## config.mk

```make
export PLATFORM = sky130hd
export DESIGN_NAME = ate_cell
export DESIGN_NICKNAME = d
export VERILOG_FILES = /design/src/design/ate_pkg.sv /design/src/design/ate_cell.sv
export SDC_FILE = /design/constraint.sdc
export NUM_CORES = 1
export LEC_CHECK = 0
export ABC_AREA = 1
export BUFFER_PORTS_ARGS = -buffer_cell sky130_fd_sc_hd__buf_2
export CAP_MARGIN = 40
export CELL_PAD_IN_SITES_DETAIL_PLACEMENT = 2
export CELL_PAD_IN_SITES_GLOBAL_PLACEMENT = 2
export CORE_MARGIN = 2
export CORE_UTILIZATION = 26
export CTS_CLUSTER_SIZE = 14
export DETAILED_ROUTE_END_ITERATION = 8
export PLACE_DENSITY = 0.84
export SLEW_MARGIN = 10
export SYNTH_ARGS = -nofsm -noshare
export SYNTH_HDL_FRONTEND = slang
export SYNTH_SLANG_ARGS = --single-unit
```

## constraint.sdc

```tcl
create_clock -name clk -period 7.2 [get_ports clk]
set_input_delay 1.08 -clock clk [delete_from_list [all_inputs] [get_ports clk]]
set_output_delay 1.08 -clock clk [all_outputs]
set_load 0.02 [all_outputs]
```

## src/design/ate_pkg.sv

```systemverilog
// ----------------------------------------------------------------------------
// ate_pkg
// Shared types and constants of the array table engine: request kinds,
// status codes, field widths and the command word broadcast to the cells.
// ----------------------------------------------------------------------------
`default_nettype none

package ate_pkg;

  localparam int WORD_W = 32;
  localparam int IDX_W  = 6;
  localparam int CNT_W  = 7;
  localparam int KIND_W = 3;
  localparam int STAT_W = 3;

  localparam logic [KIND_W-1:0] K_APPEND = 3'd0;
  localparam logic [KIND_W-1:0] K_DELETE = 3'd1;
  localparam logic [KIND_W-1:0] K_SEARCH = 3'd2;
  localparam logic [KIND_W-1:0] K_SORT   = 3'd3;
  localparam logic [KIND_W-1:0] K_DUMP   = 3'd4;

  localparam logic [STAT_W-1:0] ST_OK       = 3'd0;
  localparam logic [STAT_W-1:0] ST_FULL     = 3'd1;
  localparam logic [STAT_W-1:0] ST_EMPTY    = 3'd2;
  localparam logic [STAT_W-1:0] ST_BADIDX   = 3'd3;
  localparam logic [STAT_W-1:0] ST_NOTFOUND = 3'd4;

  typedef enum logic [2:0] {
    OP_HOLD,
    OP_LOAD,
    OP_SHIFT,
    OP_ROTATE,
    OP_SORT
  } cell_op_t;

  typedef struct packed {
    cell_op_t            op;
    logic                phase;
    logic [WORD_W-1:0]   value;
    logic [IDX_W-1:0]    index;
    logic [CNT_W-1:0]    count;
  } cell_cmd_t;

endpackage

`default_nettype wire

```

## src/design/ate_cell.sv

```systemverilog
// ----------------------------------------------------------------------------
// ate_cell
// One storage cell of the word chain. It loads an appended word, takes its
// right neighbor's word on a delete or a rotation, and swaps with a neighbor
// during an odd-even transposition pass of the sort.
// ----------------------------------------------------------------------------
`default_nettype none

module ate_cell #(
  parameter int IDX = 0
) (
  input  wire logic                   clk,
  input  wire ate_pkg::cell_cmd_t     cmd,
  input  wire logic [31:0]            left,
  input  wire logic [31:0]            right,
  input  wire logic                   swap_in,
  output logic                        swap_out,
  output logic [31:0]                 word
);
  import ate_pkg::*;

  localparam logic [CNT_W-1:0] POS      = CNT_W'(IDX);
  localparam logic [CNT_W-1:0] POS_NEXT = CNT_W'(IDX + 1);
  localparam logic             PARITY   = 1'(IDX % 2);

  assign swap_out = (cmd.op == OP_SORT) && (cmd.phase == PARITY) &&
                    (POS_NEXT < cmd.count) && ($signed(word) > $signed(right));

  always_ff @(posedge clk) begin
    unique case (cmd.op)
      OP_HOLD: begin
      end
      OP_LOAD: begin
        if (POS == cmd.count) word <= cmd.value;
      end
      OP_SHIFT: begin
        if ((POS >= {1'b0, cmd.index}) && (POS_NEXT < cmd.count)) word <= right;
      end
      OP_ROTATE: begin
        word <= right;
      end
      OP_SORT: begin
        if (swap_out) begin
          word <= right;
        end else if (swap_in) begin
          word <= left;
        end
      end
      default: begin
      end
    endcase
  end

endmodule

`default_nettype wire

```

; ---- Word level (Yosys, flattened, before mapping)
; Cells that the tools add are included.
[word_totals]
inputBits = 115
memories = 0
latchBits = 0
word_cells = 24
romBits = 0
mem_bits_rw = 0
register_bits = 32
[classes]
shift = 0
eq_ne = 7
reduce_logical = 7
n_div = 0
mux = 5
order_cmp = 3
mul = 0
bitwise = 1
n_addsub = 0
[ops]
columns = operator, count
row1 = two-way mux 32 bit, 4
row2 = case mux 32 bit (4 select lines), 1
row3 = > comparator 32 bit, 1
row4 = zero test 7 bit, 1
row5 = < comparator 1 x 7 -> 1 bit (first input constant), 1
row6 = equality test 3 x 2 -> 1 bit (second input constant), 2
row7 = greater-or-equal comparator 1 x 6 -> 1 bit (first input constant), 1
row8 = logical AND 1 bit, 4
row9 = inequality test 2 bit (second input constant), 2
row10 = AND reduction 4 bit, 1
row11 = nonzero test 4 bit, 1
row12 = equality test 3 x 1 -> 1 bit (second input constant), 1
row13 = equality test 3 bit (second input constant), 1
row14 = inequality test 3 bit (second input constant), 1
row15 = NOT 1 bit, 1

; ---- Depth between registers and ports, before layout
[logic_depth]
word_depth = 6
depth_mapped = 19
depth_no_buf = 18

; ---- Worst setup path after synthesis
; No wires, ideal clock.
[synth_path]
path_kind = in2reg
start = input right[31]
end = register word[0] (enable)
slack_ns = 2.774
t_arrival_ns = 3.985
setup_ns = 0.441
required_time_ns = 6.759
path_buffers = 1
path_stages = 11
cell_sequence = inv_1 ha_1 a21oi_1 o21a_1 nand2_1 a21oi_2 nand2_1 nand2_2 nand3_4 buf_4 a31oi_1
[synth_between]
elab_chain_len = 4
[synth_rtl]
columns = item, line
row1 = start: declaration, ate_cell.sv:15  ; input wire logic [31:0] right,
row2 = > comparator 32 bit, ate_cell.sv:27  ; (POS_NEXT < cmd.count) && ($signed(word) > $signed(right));
row3 = logical AND 1 bit, ate_cell.sv:27
row4 = inequality test 3 bit (no line), --
row5 = AND reduction 4 bit (no line), --
row6 = end signal: assignment, ate_cell.sv:34  ; if (POS == cmd.count) word <= cmd.value;
row7 = end signal: assignment, ate_cell.sv:37  ; if ((POS >= {1'b0, cmd.index}) && (POS_NEXT < cmd.count)) word <= right;
row8 = end signal: assignment, ate_cell.sv:40  ; word <= right;
row9 = end: declaration, ate_cell.sv:18  ; output logic [31:0] word
; No other way between the ends.
; A chain may end at the register's enable or synchronous reset.

; ---- Worst setup path after layout
[layout_path]
start = input right[23]
end = output swap_out
[layout_between]
elab_chain_len = 2
[layout_rtl]
columns = item, line
row1 = > comparator 32 bit, ate_cell.sv:27
row2 = logical AND 1 bit, ate_cell.sv:27
row3 = end: declaration, ate_cell.sv:17  ; output logic swap_out,
; No other way between the ends.

==> results.ini <==
[logic_synthesis]
synth_area_leader_cell=edfxtp_1
ys_warn_count=0
synth_area_leaders=edfxtp_1 30%, inv_1 13%, ha_1 12%
ys_seq_elements=32
synth_ff_type=edfxtp_1
synth-edff-count=32
async_flop_share=0
yosysTopAreaCellShare=0.296
syn_area_sq_mm=0.00324
syn_inst=482
yosysUniqueCellTypes=24
syn-num-nets=629
syn_area_per_cell_sq_um=6.73
seq_area_frac_synth=0.296

[cts]
clock_latency_ns=0.28
cts_made_buffers=5
clk_pin_slew_worst_paths_ns=0.06
clockBufferDepth=2
post_cts_buffers=0
cts_sinks=32
hold_buffers=0
tritoncts=yes
cts.repair.resized=0
h-tree-depth=2
cts_root_buffer=clkbuf_16

[global_routing]
grt_util_met2=0.376
grt_pass1_wl_um=20800
busiest_layer=met2
grt_usage=0.198
grt_pass1_vias=4166
grt_start_max_net_pins=35
grt_overflow=0
use_met1=0.243
grt_util_met3=0.0298
antenna_found_initial=0

[die]
rows=40
die_area_sq_mm=0.0134
initial_core_util=0.268
die_height_um=116
core_area_sq_mm=0.0121
dieWidth_um=116
boundaryPins=148

[sta]
worst_slack_ns=2.34
setup_viol=0
hold_violations=0
max_freq_mhz=206
skew_ns=0.00614
setup_tns_ns=0
grt_setup_unrepaired=no
slew_headroom=0.450
period_share=0.675
worst_pin_slew_ns=0.825
min_period_ns=4.86
fin_hold_ws_ns=1.18
slew_violations=0

[power]
seq_power_share=0.333
intPower_w=0.000474
combPwrFrac=0.324
powerDensity_mw_per_mm2=165
max-vdd-ir-drop_mv=0.0824
power.leakage_nw=2.44
swShare=0.341
p_sw_w=0.000245
clkPwrFrac=0.342

[cells_and_area]
final_common_cell=buf_2
final_cell_mix=147 x buf_2, 111 x inv_1, 105 x nand2_1
drive_above_1_share=0.269
final_nets=763
largestRegisters=word: 32 flops
area_growth_pct=34.4
top_register=word
diodes=0
design_area_sq_mm=0.00436
largest_register_ffs=32
post-route-util=0.360

[routing]
drt_pre_antenna_iters=4
wl_um=13100
ant_nets=0
vias_per_cell=4.76
vias=3739
drtIter0Drc=116
avgRoutedWirePerCell_um=16.7
drc=0

[critical_path]
cp-start-kind=input pin
cp.required_ns=6.12
critical_path_class=in2out
cpPeakStageDelay_ns=0.71
worstPathCellList=buf_2 > inv_1 > ha_1 > a21oi_1 > o21a_1 > nand2_1 > a21oi_2 > nand3_2 > nand3_4 > inv_1 > buf_2
worstPathArrival_ns=3.78
cp-end-kind=output pin
critical_path.slowest_cell=nand3_4
cp_max_fo=34

[placement]
place.port_buffers=147
dp_hpwl_um=10300
place_area_sq_mm=0.00420
place_ws_ns=2.29
gp_congestion=0.776

[worst_hold_path]
hp-class=in2reg

[status]
status=finished, final reports clean

[run]
max-cap-violations=0

==> metrics by stage <==
| step | total power, W | cells |
|---|---|---|
| 4_1_cts | 0.000729 | 785 |
| 5_1_grt | 0.000765 | 785 |
| 3_5_place_dp | 0.000480 | 777 |
| 3_3_place_gp | 0.000463 | 774 |
| 6_report | 0.000719 | 785 |
| 2_1_floorplan | 0.000379 | 482 |
==> final cells by class <==
cell class | count | area, sq um
timing repair buffer | 152 | 833
multi-input combinational | 314 | 1770
sequential | 32 | 961
clock inverter | 3 | 37.5
clock buffer | 5 | 125
inverter | 111 | 417
tap | 168 | 210
fill | 1538 | 7750
==> cell families after synthesis <==
logic type      Yosys count  share of synthesized area
compound gates           56                     0.0938
buf+inv                 136                      0.164
fa+ha+maj                32                      0.123
simple gates            226                      0.322
flops                    32                      0.296
==> cells in the mapped netlist (2+ instances only) <==
cell      count
nor2_1       15
nand4_1      35
buf_2         9
a21oi_2       2
ha_1         32
o21ai_0      35
a21oi_1      13
o21a_1        2
inv_1       111
buf_1         3
edfxtp_1     32
nand3_1      65
nand2_1     106
buf_4         3
clkbuf_1     10
==> worst paths after layout <==
kind / start / endpoint / slack, ns / cells past startpoint
min: left[28] / word[28] / 1.18 / 5
min reg2reg: word[16] / word[20] / 1.29 / 7
max: right[23] / swap_out / 2.34 / 11
max reg2reg: word[31] / word[7] / 3.49 / 10
==> power by group through the flow <==
stage / Sequential (W) / Clock, W / Combinational [W]
floorplan: 0.000261 / 0 / 0.000118
global placement: 0.000243 / 0 / 0.000220
detailed placement: 0.000244 / 0 / 0.000236
CTS: 0.000240 / 0.000251 / 0.000238
global route: 0.000242 / 0.000260 / 0.000264
finish: 0.000240 / 0.000246 / 0.000233
==> worst max-delay path: cells and delay by family <==
kind	cells	cell delay, ns
buf+inv	4	0.46
compound gates	3	0.52
fa+ha+maj	1	0.26
simple gates	3	1.43
==> metal layers <==
| layer | part of all wire | wire length [um] |
|---|---|---|
| met3 | 0.041 | 535 |
| met2 | 0.51 | 6700 |
| met1 | 0.44 | 5760 |
| met4 | 0.0076 | 99 |
| met5 | 0 | 0 |
Note: power is estimated with default switching activity, not from simulation.
